## src/design/blmee_pkg.sv

```systemverilog
`default_nettype none
package blmee_pkg;

    localparam int MAX_BLOCK_FRAMES_DEF = 4096;
    localparam int SAMPLE_BITS_DEF      = 16;

    localparam int X_W        = 18;
    localparam int FILT_W     = 32;
    localparam int SUMSQ_W    = 56;
    localparam int MAG_W      = 24;
    localparam int LEVEL_W    = 28;
    localparam int OUT_W      = 17;
    localparam int SMOOTH_W   = 32;
    localparam int FRAMES_W   = 21;
    localparam int A_W        = 29;
    localparam int B_W        = 35;
    localparam int P_W        = 64;
    localparam int DIV_STEPS  = 56;
    localparam int SQRT_STEPS = 28;
    localparam int STEP_W     = 6;
    localparam int SREM_W     = 30;
    localparam int CFG_IDX_W  = 4;
    localparam int CFG_DATA_W = 26;

    localparam logic [CFG_IDX_W-1:0] CFG_BAND_EN   = 4'd0;
    localparam logic [CFG_IDX_W-1:0] CFG_PEAK_SEL  = 4'd1;
    localparam logic [CFG_IDX_W-1:0] CFG_FREQ      = 4'd2;
    localparam logic [CFG_IDX_W-1:0] CFG_DAMP      = 4'd3;
    localparam logic [CFG_IDX_W-1:0] CFG_GAIN      = 4'd4;
    localparam logic [CFG_IDX_W-1:0] CFG_SMOOTH    = 4'd5;
    localparam logic [CFG_IDX_W-1:0] CFG_RATE_MODE = 4'd6;
    localparam logic [CFG_IDX_W-1:0] CFG_FRAMES    = 4'd7;

    localparam logic        RST_BAND_EN  = 1'b1;
    localparam logic        RST_PEAK_SEL = 1'b0;
    localparam logic [17:0] RST_FREQ     = 18'd5905;
    localparam logic [23:0] RST_DAMP     = 24'd186510;
    localparam logic [25:0] RST_GAIN     = 26'd655360;
    localparam logic [16:0] RST_SMOOTH   = 17'd65536;
    localparam logic        RST_RATE     = 1'b0;
    localparam logic [19:0] RST_FRAMES   = 20'd1470;

    localparam logic [16:0]        LEVEL_ONE = 17'd65536;
    localparam logic [MAG_W-1:0]   MAG_MAX   = '1;

    typedef enum logic [2:0] {
        MUL_RB,
        MUL_WH,
        MUL_WB,
        MUL_SQ,
        MUL_GAIN,
        MUL_SMOOTH
    } mul_sel_t;

    typedef struct packed {
        logic     load_in;
        logic     ch;
        logic     mul_en;
        mul_sel_t mul_sel;
        logic     upd_h;
        logic     upd_bp;
        logic     upd_lp;
        logic     acc;
        logic     frame_tick;
        logic     div_init;
        logic     div_step;
        logic     root_init;
        logic     root_step;
        logic     lvl_peak;
        logic     lvl_zero;
        logic     lvl_root;
        logic     clamp;
        logic     smooth_inst;
        logic     smooth_upd;
        logic     decide;
        logic     load_out;
    } dp_cmd_t;

    typedef struct packed {
        logic cur_present;
        logic filt_en;
        logic last;
        logic peak_sel;
        logic count_zero;
        logic smooth_inst;
        logic send;
        logic out_busy;
    } dp_status_t;

    function automatic logic signed [31:0] sat32(input logic signed [65:0] v);
        if (v > 66'sd2147483647)
        begin
            return 32'sh7FFFFFFF;
        end
        else if (v < -66'sd2147483648)
        begin
            return 32'sh80000000;
        end
        else
        begin
            return $signed(v[31:0]);
        end
    endfunction

endpackage
`default_nettype wire

```

## src/design/blmee_ctrl.sv

```systemverilog
`default_nettype none
module blmee_ctrl
    import blmee_pkg::*;
(
    input  wire logic       clk,
    input  wire logic       rst_n,
    input  wire logic       in_valid,
    output logic            in_ready,
    input  wire dp_status_t st,
    output dp_cmd_t         cmd
);

    typedef enum logic [21:0] {
        S_IDLE      = 22'h000001,
        S_CHAN      = 22'h000002,
        S_F1        = 22'h000004,
        S_F2        = 22'h000008,
        S_F3        = 22'h000010,
        S_F4        = 22'h000020,
        S_F5        = 22'h000040,
        S_F6        = 22'h000080,
        S_SQ        = 22'h000100,
        S_ACC       = 22'h000200,
        S_FRAME     = 22'h000400,
        S_LEVEL     = 22'h000800,
        S_DIV       = 22'h001000,
        S_ROOT_INIT = 22'h002000,
        S_ROOT      = 22'h004000,
        S_ROOT_LOAD = 22'h008000,
        S_GAIN      = 22'h010000,
        S_CLAMP     = 22'h020000,
        S_SMOOTH    = 22'h040000,
        S_SMOOTH2   = 22'h080000,
        S_DECIDE    = 22'h100000,
        S_EMIT      = 22'h200000
    } state_t;

    state_t              state_reg, state_next;
    logic                ch_reg, ch_next;
    logic [STEP_W-1:0]   cnt_reg, cnt_next;

    always_ff @(posedge clk or negedge rst_n)
    begin
        if (!rst_n)
        begin
            state_reg <= S_IDLE;
            ch_reg    <= 1'b0;
            cnt_reg   <= '0;
        end
        else
        begin
            state_reg <= state_next;
            ch_reg    <= ch_next;
            cnt_reg   <= cnt_next;
        end
    end

    always_comb
    begin
        state_next  = state_reg;
        ch_next     = ch_reg;
        cnt_next    = cnt_reg;
        in_ready    = 1'b0;
        cmd         = '0;
        cmd.mul_sel = MUL_RB;
        cmd.ch      = ch_reg;
        case (state_reg)
            S_IDLE:
            begin
                in_ready = 1'b1;
                if (in_valid)
                begin
                    cmd.load_in = 1'b1;
                    ch_next     = 1'b0;
                    state_next  = S_CHAN;
                end
            end
            S_CHAN:
            begin
                if (st.cur_present)
                begin
                    state_next = st.filt_en ? S_F1 : S_SQ;
                end
                else if (ch_reg)
                begin
                    state_next = S_FRAME;
                end
                else
                begin
                    ch_next = 1'b1;
                end
            end
            S_F1:
            begin
                cmd.mul_en  = 1'b1;
                cmd.mul_sel = MUL_RB;
                state_next  = S_F2;
            end
            S_F2:
            begin
                cmd.upd_h  = 1'b1;
                state_next = S_F3;
            end
            S_F3:
            begin
                cmd.mul_en  = 1'b1;
                cmd.mul_sel = MUL_WH;
                state_next  = S_F4;
            end
            S_F4:
            begin
                cmd.upd_bp = 1'b1;
                state_next = S_F5;
            end
            S_F5:
            begin
                cmd.mul_en  = 1'b1;
                cmd.mul_sel = MUL_WB;
                state_next  = S_F6;
            end
            S_F6:
            begin
                cmd.upd_lp = 1'b1;
                state_next = S_SQ;
            end
            S_SQ:
            begin
                cmd.mul_en  = 1'b1;
                cmd.mul_sel = MUL_SQ;
                state_next  = S_ACC;
            end
            S_ACC:
            begin
                cmd.acc = 1'b1;
                if (ch_reg)
                begin
                    state_next = S_FRAME;
                end
                else
                begin
                    ch_next    = 1'b1;
                    state_next = S_CHAN;
                end
            end
            S_FRAME:
            begin
                cmd.frame_tick = 1'b1;
                state_next     = st.last ? S_LEVEL : S_IDLE;
            end
            S_LEVEL:
            begin
                if (st.peak_sel)
                begin
                    cmd.lvl_peak = 1'b1;
                    state_next   = S_GAIN;
                end
                else if (st.count_zero)
                begin
                    cmd.lvl_zero = 1'b1;
                    state_next   = S_GAIN;
                end
                else
                begin
                    cmd.div_init = 1'b1;
                    cnt_next     = STEP_W'(DIV_STEPS - 1);
                    state_next   = S_DIV;
                end
            end
            S_DIV:
            begin
                cmd.div_step = 1'b1;
                if (cnt_reg == '0)
                begin
                    state_next = S_ROOT_INIT;
                end
                else
                begin
                    cnt_next = cnt_reg - 1'b1;
                end
            end
            S_ROOT_INIT:
            begin
                cmd.root_init = 1'b1;
                cnt_next      = STEP_W'(SQRT_STEPS - 1);
                state_next    = S_ROOT;
            end
            S_ROOT:
            begin
                cmd.root_step = 1'b1;
                if (cnt_reg == '0)
                begin
                    state_next = S_ROOT_LOAD;
                end
                else
                begin
                    cnt_next = cnt_reg - 1'b1;
                end
            end
            S_ROOT_LOAD:
            begin
                cmd.lvl_root = 1'b1;
                state_next   = S_GAIN;
            end
            S_GAIN:
            begin
                cmd.mul_en  = 1'b1;
                cmd.mul_sel = MUL_GAIN;
                state_next  = S_CLAMP;
            end
            S_CLAMP:
            begin
                cmd.clamp  = 1'b1;
                state_next = S_SMOOTH;
            end
            S_SMOOTH:
            begin
                if (st.smooth_inst)
                begin
                    cmd.smooth_inst = 1'b1;
                    state_next      = S_DECIDE;
                end
                else
                begin
                    cmd.mul_en  = 1'b1;
                    cmd.mul_sel = MUL_SMOOTH;
                    state_next  = S_SMOOTH2;
                end
            end
            S_SMOOTH2:
            begin
                cmd.smooth_upd = 1'b1;
                state_next     = S_DECIDE;
            end
            S_DECIDE:
            begin
                cmd.decide = 1'b1;
                state_next = S_EMIT;
            end
            S_EMIT:
            begin
                if (!st.send)
                begin
                    state_next = S_IDLE;
                end
                else if (!st.out_busy)
                begin
                    cmd.load_out = 1'b1;
                    state_next   = S_IDLE;
                end
            end
            default:
            begin
                state_next = S_IDLE;
            end
        endcase
    end

endmodule
`default_nettype wire

```

## config.mk

```make
export PLATFORM = sky130hd
export DESIGN_NAME = blmee_ctrl
export DESIGN_NICKNAME = d
export VERILOG_FILES = /design/src/design/blmee_pkg.sv /design/src/design/blmee_ctrl.sv
export SDC_FILE = /design/constraint.sdc
export NUM_CORES = 1
export LEC_CHECK = 0
export BUFFER_PORTS_ARGS = -buffer_cell sky130_fd_sc_hd__buf_2
export CORE_MARGIN = 2
export CORE_UTILIZATION = 25
export DETAILED_ROUTE_END_ITERATION = 10
export GPL_TIMING_DRIVEN = 0
export PLACE_DENSITY_LB_ADDON = 0.1
export REMOVE_ABC_BUFFERS = 1
export SETUP_SLACK_MARGIN = 0.5
export SLEW_MARGIN = 25
export SYNTH_ARGS = -nofsm -noshare
export SYNTH_HDL_FRONTEND = slang
export SYNTH_SLANG_ARGS = --single-unit
```

## constraint.sdc

```tcl
create_clock -name clk -period 2.6 [get_ports clk]
set_input_delay 0.26 -clock clk [delete_from_list [all_inputs] [get_ports clk]]
set_output_delay 0.26 -clock clk [all_outputs]
set_load 0.01 [all_outputs]
```

# Yosys cells after proc, flatten, opt, wreduce, memory -nomap -nowiden

Index checks and enable logic that the tools add are counted.

$add $sub $neg: 1
Equality and inequality tests: 31
Multiplexer cells: 50
Reductions and logical operators: 7

Operators with widths:

| kind                 | number |
|---|---|
| $pmux 22 s22         | 1 |
| $mux 22              | 8 |
| $mux 1               | 28 |
| $pmux 4 s6           | 1 |
| $eq 22x1->1 const B  | 1 |
| $eq 22x10->1 const B | 1 |
| $eq 22x11->1 const B | 1 |
| $eq 22x12->1 const B | 1 |
| $eq 22x13->1 const B | 1 |
| $eq 22x14->1 const B | 1 |
| $eq 22x15->1 const B | 1 |
| $eq 22x16->1 const B | 1 |
| $eq 22x17->1 const B | 1 |
| $eq 22x18->1 const B | 1 |
| $eq 22x19->1 const B | 1 |
| $eq 22x2->1 const B  | 1 |
| $eq 22x20->1 const B | 1 |
| $eq 22x21->1 const B | 1 |
| $eq 22x22->1 const B | 1 |
| $eq 22x3->1 const B  | 1 |
| $eq 22x4->1 const B  | 1 |
| $eq 22x5->1 const B  | 1 |
| $eq 22x6->1 const B  | 1 |
| $eq 22x7->1 const B  | 1 |
| other kinds (21)     | 31 |

Flip-flop bits (word level): 29
Logic and storage cells: 92

# Depth between registers and ports, before layout

Depth after elaboration: 4
Depth in mapped cells: 8
Mapped depth without buffers: 7

# Worst setup path before layout

Ideal clock, no wire load.

Kind: reg-to-output
From: register state_reg[18]
To: output cmd[16] (netlist name)
Arrival: 2,063 ps
Required time: 2,340 ps
Slack: 277 ps
Stages on the path, launching flop included: 6
Path buffers: 1
Path through: dfrtp_1 -> buf_6 -> or4_4 -> or4_1 -> or3_4 -> nor3b_1

RTL lines:

| what                     | RTL line         | text |
|---|---|---|
| start: declaration       | blmee_ctrl.sv:38 | `state_t state_reg, state_next;` |
| start signal: assignment | blmee_ctrl.sv:52 | `state_reg <= state_next;` |
| end: declaration         | blmee_ctrl.sv:10 | `output dp_cmd_t cmd` |

==> summary.txt <==
Avg Cell Area, Syn -> 9.05 um^2
Setup CP Type -> reg2out
CTS Root Cell -> clkbuf_8
DP Area -> 2140 um^2
Die area -> 8270 um^2
Post-DRT Antenna Nets -> 0
I/O Buffers -> 34
Synth Register Bits -> 29
Cell area after synthesis -> 1890 um^2
Syn. warnings -> 0
Slew Limit Fails -> 0
DRC -> 0
Die Width -> 91.0 um
Clk_lat worst skew -> 290 ps
Main synth FF type -> dfrtp_1
Clk buf depth -> 2
Cells after synthesis -> 209
Clock sink count -> 29
FMAX -> 0.374 GHz
# nets final -> 318
Max-cap violation count -> 0
Largest net degree at the start of global routing -> 30
All-Layer GR Usage -> 15.2%
Seq/Total Area, Yosys -> 38.5%
Num rows -> 31
Wire length of the first global-routing pass -> 9980 um
P_leak -> 1.46 nW
Setup crit end kind -> output pin
Simple-gate portion of the synthesized area -> 41.8%
Tightest Pin Transition -> 706 ps
Gp weighted congestion -> 0.748
Crit path launch type -> flop
ANT cells -> 0
Critical Path RT -> 2340 ps
HPWL Detailed -> 3850 um
Core ar. -> 7290 um^2
Cts bufs inserted -> 5
Initial drt markers -> 60
Chip Height -> 91.0 um
Final Cell Area -> 3180 um^2
Final Critical Period -> 2670 ps
Adder-cell area share of the yosys netlist -> 1.32%
Tcrit/Tclk final -> 103%
Compound-Gate Fraction of Synth Area -> 10.9%
Via count -> 1,978
Largest family of logic cells by synthesized area -> simple AND/OR/NAND/NOR gates
H-tree levels -> 2
Number of global-route vias before repair -> 1,969
Most common cell after layout, fill and taps aside -> buf_4
Max reg flops -> 22
Library cells used by synthesis -> 53
Placement Setup Slack -> -172 ps
Hold-fix buffers, CTS -> 0
Final WL -> 6090 um
Final Hold Fails -> 0
Max FO, Critical Path -> 3
PnR worst setup slack -> -72.0 ps
Gr ovfl total -> 0
Initial core utilization -> 25.9%
FFs w/ async S/R, synth -> 100%
Final setup viols -> 6
Failing checks -> negative setup slack
Layout overhead on the synthesized area -> 68.1%
Post-synthesis mux area share -> 0.596%
Post-synth EDFFs -> 0
Clock transition at path regs -> 70 ps
Max VDD drop -> 0.000300 V
Critical path arrival -> 2410 ps
WL/cell -> 15.0 um
Synth Area in XOR/XNOR -> 3.24%
# IOs -> 35
Highest-count cells in the layout ignoring fill and taps -> buf_4, buf_2, buf_6
Headroom to the max-slew limit -> 52.9%
Layout cells sized above 1 -> 56.9%
RSZ-0062 raised after global routing -> true
CTS tree -> built
Via density per instance -> 4.88
Clk_skew -> 7.63 ps
Outcome -> complete, but fails checks
Hold crit path type -> in2async
DRT Pass-1 Iters -> 4
Pwr Density -> 652 nW/um^2
Antenna violations before repair -> 0
==> logic make-up after synthesis <==
group           count (synthesis)
fa+ha+maj                       2
mux                             1
flops                          29
simple gates                  124
compound gates                 31
xor+xnor                        7
buf+inv                        15
==> cell usage after synthesis (5+ instances only) <==
library cell | instances | area [um^2]
nand2b_1 | 7 | 43.8
xnor2_1 | 5 | 43.8
nor2_1 | 25 | 93.8
nor3b_1 | 5 | 37.5
nand3_1 | 5 | 25.0
nand2_1 | 13 | 48.8
a21oi_1 | 10 | 50.1
inv_1 | 8 | 30.0
dfrtp_1 | 28 | 701
nor3_1 | 15 | 75.1
==> per-stage QoR <==
| stage | hold slack [ps] | utilization, % | setup TNS [ps] | power (mW) | std cells |
|---|---|---|---|---|---|
| floorplan | -35.6 | - | 0 | 0.939 | 202 |
| global placement | 359 | 29.4 | -1200 | 1.11 | 335 |
| detailed placement | 360 | 29.4 | -1120 | 1.11 | 335 |
| CTS | 47.7 | 39.3 | -120 | 1.87 | 381 |
| global route | 77.9 | 43.6 | -1420 | 2.20 | 405 |
| finish | 21.1 | 43.6 | -177 | 2.07 | 405 |
==> area by class of cell <==
| type | count | area [um^2] |
|---|---|---|
| clock buffers | 7 | 96.3 |
| clock inverters | 1 | 5.00 |
| fillers | 731 | 4110 |
| multi-input cells | 165 | 1460 |
| inverters | 8 | 30.0 |
| repair buffers | 96 | 729 |
| well taps | 99 | 124 |
| flip-flops and latches | 29 | 738 |
==> critical path, stage by stage (launching register included) <==
cell and delay [ps]:
dfrtp_1 390, or4_4 550, or4_4 440, or3_4 380, nor3b_2 210, buf_2 160
==> routing by layer <==
metal / track usage [%] / routed length, um / up-vias
li1: - / - / 970
met1: 21.5 / 2880 / 977
met2: 23.5 / 2960 / 26
met3: 3.65 / 183 / 5
met4: 3.79 / 66 / 0
met5: 0 / 0 / -
==> timing repair <==
item,4_1_cts,5_1_grt
setup buffers,38,24
hold endpoints to repair,0,0
pin swaps,25,33
endpoints found under the setup margin,45,43
resized for setup,75,30
==> final timing paths <==
check | startpoint | endpoint | slack (ps) | cells after the start
min reg2reg | ch_reg | state_reg[1] | 520 | 1
min | rst_n | cnt_reg[2] | 20 | 1
max | state_reg[17] | cmd[16] | -70 | 5
max in group asynchronous | rst_n | state_reg[16] | 2080 | 1
min in group clk | st[6] | state_reg[8] | 160 | 2
max reg2reg | state_reg[16] | cnt_reg[3] | 40 | 11
==> power breakdown <==
part	leakage [nW]	internal, mW	switching, mW	total, mW
combinational	1.03	0.524	0.544	1.07
sequential	0.367	0.505	0.0692	0.574
clock	0.0542	0.239	0.190	0.430
Note: power is estimated with default switching activity, not from simulation.
